[src/rtl/rrq_pkg.sv]
// shared command and status codes for the round-robin ready queue
package rrq_pkg;

    localparam int CMD_W  = 3;
    localparam int ID_W   = 8;
    localparam int POS_W  = 4;
    localparam int STAT_W = 2;
    localparam int CNT_W  = 5;

    localparam logic [CMD_W-1:0] CMD_APPEND = 3'd0;
    localparam logic [CMD_W-1:0] CMD_TAKE   = 3'd1;
    localparam logic [CMD_W-1:0] CMD_REMOVE = 3'd2;
    localparam logic [CMD_W-1:0] CMD_READ   = 3'd3;
    localparam logic [CMD_W-1:0] CMD_TICK   = 3'd4;

    localparam logic [STAT_W-1:0] ST_OK    = 2'd0;
    localparam logic [STAT_W-1:0] ST_EMPTY = 2'd1;
    localparam logic [STAT_W-1:0] ST_FULL  = 2'd2;

    localparam logic [ID_W-1:0] MAIN_THREAD = 8'hFF;

endpackage

[src/rtl/round_robin_ready_queue_top.sv]
// round-robin ready queue of thread ids with a shared address unit and a small sequencer
//
//   channel | signals                                       | beat
//   in      | in_valid, in_stall, cmd, thread_id,           | one command
//           | position, drop_current                        |
//   out     | out_valid, out_stall, status, thread_out,     | one result per command
//           | count_out                                     |
//
// queue is a circular buffer in one memory with a registered read port; every address
// goes through one wrapping adder (head plus offset), one access per cycle
// append, misc, failed: decode, push; read: decode, read, push; take, tick: decode,
// take or tick, advance, push; remove: scan (read, check), shift (read, write), push
// reset clears count, head and output valid, current thread becomes the main thread
// a command is taken only from idle; a stalled result holds and the sequencer waits on it
module round_robin_ready_queue_top
    import rrq_pkg::*;
#(
    parameter int QUEUE_DEPTH = 16
)
(
    input  logic                     clk,
    input  logic                     rst_n,
    input  logic                     in_valid,
    output logic                     in_stall,
    input  logic [CMD_W-1:0]         cmd,
    input  logic signed [ID_W-1:0]   thread_id,
    input  logic [POS_W-1:0]         position,
    input  logic                     drop_current,
    output logic                     out_valid,
    input  logic                     out_stall,
    output logic [STAT_W-1:0]        status,
    output logic signed [ID_W-1:0]   thread_out,
    output logic [CNT_W-1:0]         count_out
);

    localparam int AW = (QUEUE_DEPTH > 1) ? $clog2(QUEUE_DEPTH) : 1;
    localparam int CW = $clog2(QUEUE_DEPTH + 1);
    localparam int SW = AW + 1;

    localparam logic [3:0] S_IDLE     = 4'd0;
    localparam logic [3:0] S_DECODE   = 4'd1;
    localparam logic [3:0] S_TAKE     = 4'd2;
    localparam logic [3:0] S_READ     = 4'd3;
    localparam logic [3:0] S_TICK     = 4'd4;
    localparam logic [3:0] S_ADV      = 4'd5;
    localparam logic [3:0] S_SCAN_RD  = 4'd6;
    localparam logic [3:0] S_SCAN_CK  = 4'd7;
    localparam logic [3:0] S_SHIFT_RD = 4'd8;
    localparam logic [3:0] S_SHIFT_WR = 4'd9;
    localparam logic [3:0] S_PUSH     = 4'd10;

    logic [3:0]        state_reg, state_next;
    logic [AW-1:0]     head_reg, head_next;
    logic [CW-1:0]     count_reg, count_next;
    logic [ID_W-1:0]   cur_reg, cur_next;
    logic              out_valid_reg, out_valid_next;

    logic [CW-1:0]     idx_reg, idx_next;
    logic [CMD_W-1:0]  cmd_reg, cmd_next;
    logic [ID_W-1:0]   tid_reg, tid_next;
    logic [POS_W-1:0]  pos_reg, pos_next;
    logic              drop_reg, drop_next;
    logic [STAT_W-1:0] res_status_reg, res_status_next;
    logic [ID_W-1:0]   res_thread_reg, res_thread_next;
    logic [STAT_W-1:0] out_status_reg, out_status_next;
    logic [ID_W-1:0]   out_thread_reg, out_thread_next;
    logic [CNT_W-1:0]  out_count_reg, out_count_next;

    logic [ID_W-1:0]   mem [QUEUE_DEPTH];
    logic [ID_W-1:0]   rd_data_reg;

    logic [CW-1:0]     offset;
    logic [SW-1:0]     addr_sum;
    logic [SW-1:0]     addr_wrap;
    logic [AW-1:0]     addr;
    logic              mem_we;
    logic [ID_W-1:0]   mem_wdata;

    logic              queue_empty;
    logic              queue_full;
    logic [CW-1:0]     idx_inc;
    logic [31:0]       count_ext;

    // shared wrapping address unit
    assign addr_sum  = SW'(head_reg) + SW'(offset);
    assign addr_wrap = (addr_sum >= SW'(QUEUE_DEPTH)) ? addr_sum - SW'(QUEUE_DEPTH) : addr_sum;
    assign addr      = addr_wrap[AW-1:0];

    assign queue_empty = (count_reg == '0);
    assign queue_full  = (count_reg == CW'(QUEUE_DEPTH));
    assign idx_inc     = idx_reg + CW'(1);
    assign count_ext   = 32'(count_reg);

    assign in_stall   = (state_reg != S_IDLE);
    assign out_valid  = out_valid_reg;
    assign status     = out_status_reg;
    assign thread_out = out_thread_reg;
    assign count_out  = out_count_reg;

    always_comb
    begin
        state_next      = state_reg;
        head_next       = head_reg;
        count_next      = count_reg;
        cur_next        = cur_reg;
        out_valid_next  = out_valid_reg;
        idx_next        = idx_reg;
        cmd_next        = cmd_reg;
        tid_next        = tid_reg;
        pos_next        = pos_reg;
        drop_next       = drop_reg;
        res_status_next = res_status_reg;
        res_thread_next = res_thread_reg;
        out_status_next = out_status_reg;
        out_thread_next = out_thread_reg;
        out_count_next  = out_count_reg;
        offset          = '0;
        mem_we          = 1'b0;
        mem_wdata       = tid_reg;

        if (out_valid_reg && !out_stall)
        begin
            out_valid_next = 1'b0;
        end

        unique case (state_reg)
            S_IDLE:
            begin
                if (in_valid)
                begin
                    cmd_next   = cmd;
                    tid_next   = thread_id;
                    pos_next   = position;
                    drop_next  = drop_current;
                    state_next = S_DECODE;
                end
            end
            S_DECODE:
            begin
                res_status_next = ST_OK;
                res_thread_next = cur_reg;
                state_next      = S_PUSH;
                unique case (cmd_reg)
                    CMD_APPEND:
                    begin
                        if (queue_full)
                        begin
                            res_status_next = ST_FULL;
                        end
                        else
                        begin
                            offset     = count_reg;
                            mem_we     = 1'b1;
                            mem_wdata  = tid_reg;
                            count_next = count_reg + CW'(1);
                        end
                    end
                    CMD_TAKE:
                    begin
                        if (queue_empty)
                        begin
                            res_status_next = ST_EMPTY;
                        end
                        else
                        begin
                            state_next = S_TAKE;
                        end
                    end
                    CMD_REMOVE:
                    begin
                        if (queue_empty)
                        begin
                            res_status_next = ST_EMPTY;
                        end
                        else
                        begin
                            idx_next   = '0;
                            state_next = S_SCAN_RD;
                        end
                    end
                    CMD_READ:
                    begin
                        if (32'(pos_reg) >= count_ext)
                        begin
                            res_status_next = ST_EMPTY;
                        end
                        else
                        begin
                            offset     = CW'(pos_reg);
                            state_next = S_READ;
                        end
                    end
                    CMD_TICK:
                    begin
                        if (queue_empty)
                        begin
                            res_status_next = drop_reg ? ST_EMPTY : ST_OK;
                        end
                        else
                        begin
                            state_next = S_TICK;
                        end
                    end
                    default:
                    begin
                        res_status_next = ST_OK;
                    end
                endcase
            end
            S_TAKE:
            begin
                res_thread_next = rd_data_reg;
                state_next      = S_ADV;
            end
            S_READ:
            begin
                res_thread_next = rd_data_reg;
                state_next      = S_PUSH;
            end
            S_TICK:
            begin
                // unless dropped, old current goes to the rear before the head moves
                res_thread_next = rd_data_reg;
                cur_next        = rd_data_reg;
                if (!drop_reg)
                begin
                    offset    = count_reg;
                    mem_we    = 1'b1;
                    mem_wdata = cur_reg;
                end
                state_next = S_ADV;
            end
            S_ADV:
            begin
                offset    = CW'(1);
                head_next = addr;
                if (cmd_reg != CMD_TICK || drop_reg)
                begin
                    count_next = count_reg - CW'(1);
                end
                state_next = S_PUSH;
            end
            S_SCAN_RD:
            begin
                offset     = idx_reg;
                state_next = S_SCAN_CK;
            end
            S_SCAN_CK:
            begin
                if (rd_data_reg == tid_reg)
                begin
                    state_next = S_SHIFT_RD;
                end
                else if (idx_inc == count_reg)
                begin
                    res_status_next = ST_EMPTY;
                    state_next      = S_PUSH;
                end
                else
                begin
                    idx_next   = idx_inc;
                    state_next = S_SCAN_RD;
                end
            end
            S_SHIFT_RD:
            begin
                if (idx_inc == count_reg)
                begin
                    count_next      = count_reg - CW'(1);
                    res_status_next = ST_OK;
                    state_next      = S_PUSH;
                end
                else
                begin
                    offset     = idx_inc;
                    state_next = S_SHIFT_WR;
                end
            end
            S_SHIFT_WR:
            begin
                offset     = idx_reg;
                mem_we     = 1'b1;
                mem_wdata  = rd_data_reg;
                idx_next   = idx_inc;
                state_next = S_SHIFT_RD;
            end
            S_PUSH:
            begin
                if (!out_valid_reg || !out_stall)
                begin
                    out_valid_next  = 1'b1;
                    out_status_next = res_status_reg;
                    out_thread_next = res_thread_reg;
                    out_count_next  = count_ext[CNT_W-1:0];
                    state_next      = S_IDLE;
                end
            end
            default:
            begin
                state_next = S_IDLE;
            end
        endcase
    end

    always_ff @(posedge clk or negedge rst_n)
    begin
        if (!rst_n)
        begin
            state_reg     <= S_IDLE;
            head_reg      <= '0;
            count_reg     <= '0;
            cur_reg       <= MAIN_THREAD;
            out_valid_reg <= 1'b0;
        end
        else
        begin
            state_reg     <= state_next;
            head_reg      <= head_next;
            count_reg     <= count_next;
            cur_reg       <= cur_next;
            out_valid_reg <= out_valid_next;
        end
    end

    always_ff @(posedge clk)
    begin
        idx_reg        <= idx_next;
        cmd_reg        <= cmd_next;
        tid_reg        <= tid_next;
        pos_reg        <= pos_next;
        drop_reg       <= drop_next;
        res_status_reg <= res_status_next;
        res_thread_reg <= res_thread_next;
        out_status_reg <= out_status_next;
        out_thread_reg <= out_thread_next;
        out_count_reg  <= out_count_next;
    end

    always_ff @(posedge clk)
    begin
        if (mem_we)
        begin
            mem[addr] <= mem_wdata;
        end
        rd_data_reg <= mem[addr];
    end

endmodule

[config.mk]
export PLATFORM = sky130hd
export DESIGN_NAME = round_robin_ready_queue_top
export DESIGN_NICKNAME = d
export VERILOG_FILES = /design/src/rtl/rrq_pkg.sv /design/src/rtl/round_robin_ready_queue_top.sv
export SDC_FILE = /design/constraint.sdc
export NUM_CORES = 1
export LEC_CHECK = 0
export BUFFER_PORTS_ARGS = -buffer_cell sky130_fd_sc_hd__buf_2
export CAP_MARGIN = 10
export CORE_ASPECT_RATIO = 0.7
export CORE_MARGIN = 5
export CORE_UTILIZATION = 36
export CTS_CLUSTER_DIAMETER = 150
export DETAILED_ROUTE_END_ITERATION = 16
export GPL_TIMING_DRIVEN = 0
export PLACE_DENSITY = 0.55
export SYNTH_ARGS = -nofsm -noshare
export SYNTH_HDL_FRONTEND = slang
export SYNTH_SLANG_ARGS = --single-unit
[constraint.sdc]
create_clock -name clk -period 6 [get_ports clk]
set_clock_uncertainty 0.2 [all_clocks]
set_input_delay 0.6 -clock clk [delete_from_list [all_inputs] [get_ports clk]]
set_output_delay 0.6 -clock clk [all_outputs]
set_load 0.005 [all_outputs]
==> results of run 1 <==
[what timing repair did]
action | 4_1_cts | 5_1_grt
pin swaps | 0 | 0
buffers inserted | 0 | 0
resized for setup | 1 | 9
hold endpoints to repair | 14 | 0
setup endpoints to repair | 4 | 90
hold buffers | 1 | 0
[synthesized netlist by cell type, types with 3 or more instances]
cell type,n,area [um2]
inv_1,9,33.8
nand3_1,5,25.0
dfrtp_1,14,350
o31ai_1,3,22.5
ha_1,11,138
nor2b_1,6,37.5
nor3_1,11,55.1
xnor3_1,3,67.6
nand2_1,36,135
buf_1,3,11.3
dfstp_2,8,210
o21ai_0,15,75.1
o311ai_0,3,26.3
mux4_2,32,721
buf_6,3,33.8
and3_1,5,31.3
xor2_1,5,43.8
xnor2_1,19,166
a21oi_1,11,55.1
a22oi_1,11,82.6
nor4_1,10,62.6
nor2_1,18,67.6
edfxtp_1,174,5230
clkbuf_1,15,56.3
mux2_2,20,225
a21o_1,4,30.0
dfxtp_1,8,160
mux2i_1,25,250
[area by class of cell]
cell class / instances / area, um2 / share of cell area, %
Buffer: 23 / 115 / 1.12
Clock buffer: 29 / 606 / 5.89
Clock inverter: 9 / 109 / 1.06
Inverter: 9 / 33.8 / 0.328
Multi-Input combinational cell: 291 / 2760 / 26.8
Sequential cell: 204 / 5950 / 57.8
Tap cell: 318 / 398 / 3.87
Timing Repair Buffer: 54 / 318 / 3.09
[metrics by stage]
stage | cell area, um2 | setup slack, ns | utilization [%] | std cells | total power (uW)
2_1_floorplan | 8780 | 1.21 | - | 527 | 3880
3_3_place_gp | 9360 | -0.556 | 39.3 | 881 | 4610
3_5_place_dp | 9540 | -0.0164 | 40.1 | 898 | 4710
4_1_cts | 10300 | 0.0166 | 43.1 | 937 | 6060
5_1_grt | 10300 | 0.000257 | 43.2 | 937 | 6380
6_report | 10300 | 0.291 | 43.2 | 937 | 6020
[power breakdown]
part	switching, uW	internal, uW	leakage, uW
Combinational	1510	1040	0.00134
Sequential	166	1980	0.00191
Clock	533	797	0.000352
Total	2210	3820	0.00360
[how the worst min path moves through the flow]
stage                 startpoint            end  slack, ns  cells after the start
6_report             position[2]     pos_reg[2]       0.07                      1
5_1_grt              position[2]     pos_reg[2]       0.06                      1
4_1_cts              position[2]     pos_reg[2]       0.05                      1
3_5_place_dp   res_status_reg[0]      status[0]       0.21                      0
3_3_place_gp   res_thread_reg[6]  thread_out[6]       0.20                      0
2_1_floorplan              rst_n   count_reg[0]       0.10                      0
[logic make-up (layout without fill, tap and decap cells)]
| family | after synthesis | in the layout | synth area share (%) |
|---|---|---|---|
| simple gates | 107 | 107 | 6.13 |
| mux | 77 | 77 | 13.6 |
| flops | 204 | 204 | 67.7 |
| compound gates | 66 | 66 | 5.41 |
| fa+ha+maj | 13 | 13 | 2.02 |
| xor+xnor | 28 | 28 | 3.48 |
| buf+inv | 32 | 124 | 1.65 |
[layer usage]
| metal | part of all wire, % | GRT usage [%] | vias to the layer above |
|---|---|---|---|
| li1 | - | - | 2234 |
| met3 | 8.3 | 3.94 | 26 |
| met2 | 42 | 20.1 | 162 |
| met1 | 48 | 22.1 | 2557 |
| met4 | 1.9 | 3.32 | 2 |
| met5 | 0.066 | 0 | - |
==> key figures, run 1 <==
Place
  • Post-detail-place hpwl: 14100 um
  • GP Congestion: 0.797
  • Port bufs: 36

Synthesis
  • Post-synthesis sequential area ratio: 67.7%
  • Synth Register Bits: 204
  • Number of flops mapped to enable cells by yosys: 174
  • Synthesized area: 8780 um2
  • Syn Area/Cell: 16.7 um2
  • Post-synthesis cell count: 527
  • Synth warnings: 0
  • Ys async rst share: 10.8%
  • Synth unique cells: 58
  • Synth Net Count: 560
  • Synth Flop Type: edfxtp_1

Critical path
  • CP Depth: 14
  • Crit path required time: 6.00 ns
  • Reg2Reg Setup Slack: 0.29 ns
  • Crit Path Category: reg -> reg
  • FF-to-FF path depth: 14
  • Crit path capture: mem[9][5]
  • Startpoint Class: flip-flop
  • Worst Setup End Kind: flip-flop
  • Max stage delay cell, worst path: buf_1
  • R2R Path End: mem[9][5]
  • RR Startpoint: count_reg[1]
  • Worst setup path start: count_reg[1]
  • CP arrival: 5.71 ns
  • Cell family with the largest share of critical-path delay: compound AO/OA/AOI/OAI gates
  • Number of buffers and inverters on the critical path: 3
  • Max stage delay on crit path: 0.66 ns
  • Crit path cell chain: inv_1 > ha_1 > nand2_1 > o21ai_0 > a21boi_0 > a22oi_1 > o221ai_1 > ha_1 > fa_1 > xnor2_1 > buf_1 > nand2_1 > nor3_1 > buf_4
  • Worst-path fanout max: 10

Timing
  • Maximum clock frequency: 0.175 GHz
  • Setup violators final: 0
  • Clock period minus worst slack: 5.71 ns
  • Slew @ Worst Pin: 0.926 ns
  • Slew headroom: 38.3%
  • Hold slack: 0.0729 ns
  • Part of the cycle the worst path needs: 95.1%
  • Final hold viol count: 0
  • Final slew viol count: 0
  • Setup TNS: 0 ns
  • RSZ-0062 raised after global routing: no

Hold path
  • Hold Crit Class: in -> reg

Floorplan
  • Die width: 197 um
  • Row cnt: 47
  • IO Pins: 37
  • Initial Utilization: 36.9%
  • CORE AREA: 23800 um2
  • Die H: 141 um
  • DIE AREA: 27700 um2

Cells and area
  • Largest reg by FF count: mem
  • Commonest non-fill, non-tap cell in the layout: edfxtp_1
  • Max reg flops: 128
  • Fillers: 2123
  • Layout cells sized above 1: 28.8%
  • P&R area growth vs syn: 17.1%
  • Nets: 637
  • Most frequent cells in the layout: edfxtp_1, buf_2, nand2_1, mux4_2, mux2i_1
  • N_diodes: 0

Global route
  • Wire length of the first global-routing pass: 30600 um
  • Vias in the first global route: 5066
  • Total congestion overflow: 0
  • Largest net degree at the start of global routing: 23
  • GRT Overall Usage: 14.3%
  • Initial antenna violation count: 1

CTS
  • CTS Sinks: 204
  • CTS tree: yes
  • Later-pin clock latency in the skew report: 0.50 ns
  • H-tree levels: 1
  • Clock root buffer: clkbuf_16
  • Clock buffer depth: 3
  • Cts bufs inserted: 21
  • Clock transition at the registers of the reported paths: 0.06 ns

Outcome
  • Status: finished clean

Pwr
  • Pwr Density: 585 nW/um2
  • Max IR drop VDD: 0.000303 V
  • LEAKAGE: 0.00360 uW

Route
  • Post-route ant nets: 0
  • Drt first pass iters: 5
  • Drt total wl: 19800 um
  • Routed WL per cell: 21.1 um
  • Detailed Route Iter0 Violations: 304
  • Total vias in the final route: 4981
  • Drt drc: 0
  • Vias per Instance: 5.32

Run
  • MaxCap Viol Count: 0
Note: power is estimated with default switching activity, not from simulation.
==> run 2: changes to the inputs <==
--- a/config.mk
+++ b/config.mk
@@ -8,12 +8,12 @@
 export BUFFER_PORTS_ARGS = -buffer_cell sky130_fd_sc_hd__buf_2
 export CAP_MARGIN = 10
 export CORE_ASPECT_RATIO = 0.7
-export CORE_MARGIN = 5
 export CORE_UTILIZATION = 36
 export CTS_CLUSTER_DIAMETER = 150
 export DETAILED_ROUTE_END_ITERATION = 16
 export GPL_TIMING_DRIVEN = 0
 export PLACE_DENSITY = 0.55
+export SLEW_MARGIN = 20
 export SYNTH_ARGS = -nofsm -noshare
 export SYNTH_HDL_FRONTEND = slang
 export SYNTH_SLANG_ARGS = --single-unit
==> key figures, run 2 (synthesized netlist as in run 1, its figures left out) <==
Outcome
  • Status: finished clean (unchanged)

Timing
  • Final hold viol count: 0 (unchanged)
  • Final slew viol count: 0 (unchanged)
  • Clock period minus worst slack: 5.59 ns (was 5.71 ns)
  • Setup violators final: 0 (unchanged)
  • PnR worst setup slack: 0.405 ns (was 0.291 ns)
  • RSZ-0062 raised after global routing: no (unchanged)
  • Slew @ Worst Pin: 1.41 ns (was 0.926 ns)
  • Slew headroom: 5.60% (was 38.3%)
  • Part of the cycle the worst path needs: 93.2% (was 95.1%)
  • Maximum clock frequency: 0.179 GHz (was 0.175 GHz)

Pwr
  • LEAKAGE: 0.00362 uW (was 0.00360 uW)
  • Pwr Density: 591 nW/um2 (was 585 nW/um2)
  • Max IR drop VDD: 0.000275 V (was 0.000303 V)

Floorplan
  • Die width: 189 um (was 197 um)
  • IO Pins: 37 (unchanged)
  • Row cnt: 47 (unchanged)
  • DIE AREA: 25000 um2 (was 27700 um2)
  • Initial Utilization: 36.9% (unchanged)
  • CORE AREA: 23800 um2 (unchanged)
  • Die H: 133 um (was 141 um)

CTS
  • Clock root buffer: clkbuf_16 (unchanged)
  • Cts bufs inserted: 21 (unchanged)
  • CTS Sinks: 204 (unchanged)
  • Later-pin clock latency in the skew report: 0.50 ns (about the same)
  • H-tree levels: 1 (unchanged)
  • Clock transition at the registers of the reported paths: 0.06 ns (about the same)
  • CTS tree: yes (unchanged)
  • Clock buffer depth: 3 (unchanged)

Cells and area
  • Most frequent cells in the layout: edfxtp_1, buf_2, nand2_1, mux4_2, mux2i_1 (unchanged)
  • P&R area growth vs syn: 17.6% (was 17.1%)
  • Largest reg by FF count: mem (unchanged)
  • N_diodes: 0 (unchanged)
  • Fillers: 2088 (was 2123)
  • Final core utilization: 43.4% (was 43.2%)
  • Max reg flops: 128 (unchanged)
  • Commonest non-fill, non-tap cell in the layout: edfxtp_1 (unchanged)
  • Layout cells sized above 1: 28.9% (was 28.8%)
  • Nets: 630 (was 637)

Route
  • Detailed Route Iter0 Violations: 457 (was 304)
  • Total vias in the final route: 4924 (was 4981)
  • Drt drc: 0 (unchanged)
  • Drt first pass iters: 5 (unchanged)
  • Vias per Instance: 5.29 (was 5.32)
  • Post-route ant nets: 0 (unchanged)
  • Routed WL per cell: 20.7 um (was 21.1 um)
  • Drt total wl: 19300 um (was 19800 um)

Global route
  • Largest net degree at the start of global routing: 23 (unchanged)
  • Total congestion overflow: 0 (unchanged)
  • Vias in the first global route: 5037 (was 5066)
  • Initial antenna violation count: 1 (unchanged)
  • Wire length of the first global-routing pass: 30000 um (was 30600 um)
  • GRT Overall Usage: 15.9% (was 14.3%)

Run
  • MaxCap Viol Count: 0 (unchanged)

Critical path
  • Startpoint Class: flip-flop (unchanged)
  • Worst Setup End Kind: flip-flop (unchanged)
  • Crit path required time: 5.94 ns (was 6.00 ns)
  • Worst-path fanout max: 10 (unchanged)
  • CP arrival: 5.53 ns (was 5.71 ns)
  • Crit Path Category: reg -> reg (unchanged)

Hold path
  • Hold Crit Class: in -> reg (unchanged)

Place
  • GP Congestion: 0.850 (was 0.797)
  • Port bufs: 36 (unchanged)
  • Dpl ws: 0.00662 ns (was -0.0164 ns)
  • Post-detail-place hpwl: 13700 um (was 14100 um)
-- run 2: worst max-delay path, cell delays in order, from the launching register on --
cell      delay (ns)
dfrtp_1         0.59
inv_1           0.11
ha_1            0.30
nand2_1         0.05
o21ai_0         0.42
a21boi_0        0.38
a22oi_1         0.25
o221ai_1        0.19
ha_1            0.26
fa_1            0.42
xnor2_1         0.64
clkbuf_2        0.52
nand2_1         0.35
nor3_4          0.53
-- run 2: per-layer routing --
layer  global-route usage [%]  vias to the layer above  share of wire, %
li1                         -                     2225                 -
met1                     24.9                     2536                50
met2                     22.4                      138                42
met3                     3.40                       25               7.0
met4                     3.49                        0               1.6
met5                        0                        -                 0
-- run 2: metrics by stage --
stage / power [uW] / cell area, um2 / TNS (ns) / instances / hold WS (ns)
after CTS: 6080 / 10300 / -0.501 / 929 / 0.0517
after detailed placement: 4730 / 9520 / 0 / 890 / 0.205
after floorplan: 3880 / 8780 / 0 / 527 / 0.104
after global routing: 6440 / 10300 / 0 / 930 / 0.0500
final: 6110 / 10300 / 0 / 930 / 0.0711
after global placement: 4600 / 9360 / -25.37 / 881 / 0.202
-- run 2: worst paths after layout --
| check | cells past startpoint | to | slack, ns | startpoint |
|---|---|---|---|---|
| setup / recovery | 13 | mem[9][4] | 0.41 | count_reg[1] |
| hold / removal | 1 | pos_reg[1] | 0.07 | position[1] |
| setup reg to reg | 13 | mem[9][4] | 0.41 | count_reg[1] |
| hold reg to reg | 0 | thread_out[1] | 0.22 | res_thread_reg[1] |
| max in group asynchronous | 2 | state_reg[0] | 4.80 | rst_n |
| min in group asynchronous | 2 | count_reg[4] | 0.42 | rst_n |
-- run 2: area by class of cell --
| class | instances | area (um2) | area share (%) |
|---|---|---|---|
| plain buffers | 23 | 116 | 1.13 |
| multi-input cells | 291 | 2860 | 27.7 |
| clock buffers | 29 | 586 | 5.67 |
| clock inverters | 9 | 128 | 1.24 |
| repair buffers | 47 | 264 | 2.56 |
| well taps | 318 | 398 | 3.85 |
| inverters | 9 | 33.8 | 0.327 |
| flip-flops and latches | 204 | 5950 | 57.6 |
-- run 2: power breakdown --
part	internal (uW)	switching, uW
combinational	1050	1590
sequential	1980	163
clock	814	520
-- run 2: repair_timing --
item	4_1_cts	5_1_grt
gates resized for setup	2	16
endpoints found under the hold margin	14	0
endpoints found under the setup margin	13	92
buffers inserted	0	1
pin swaps	0	1
hold buffers	1	0
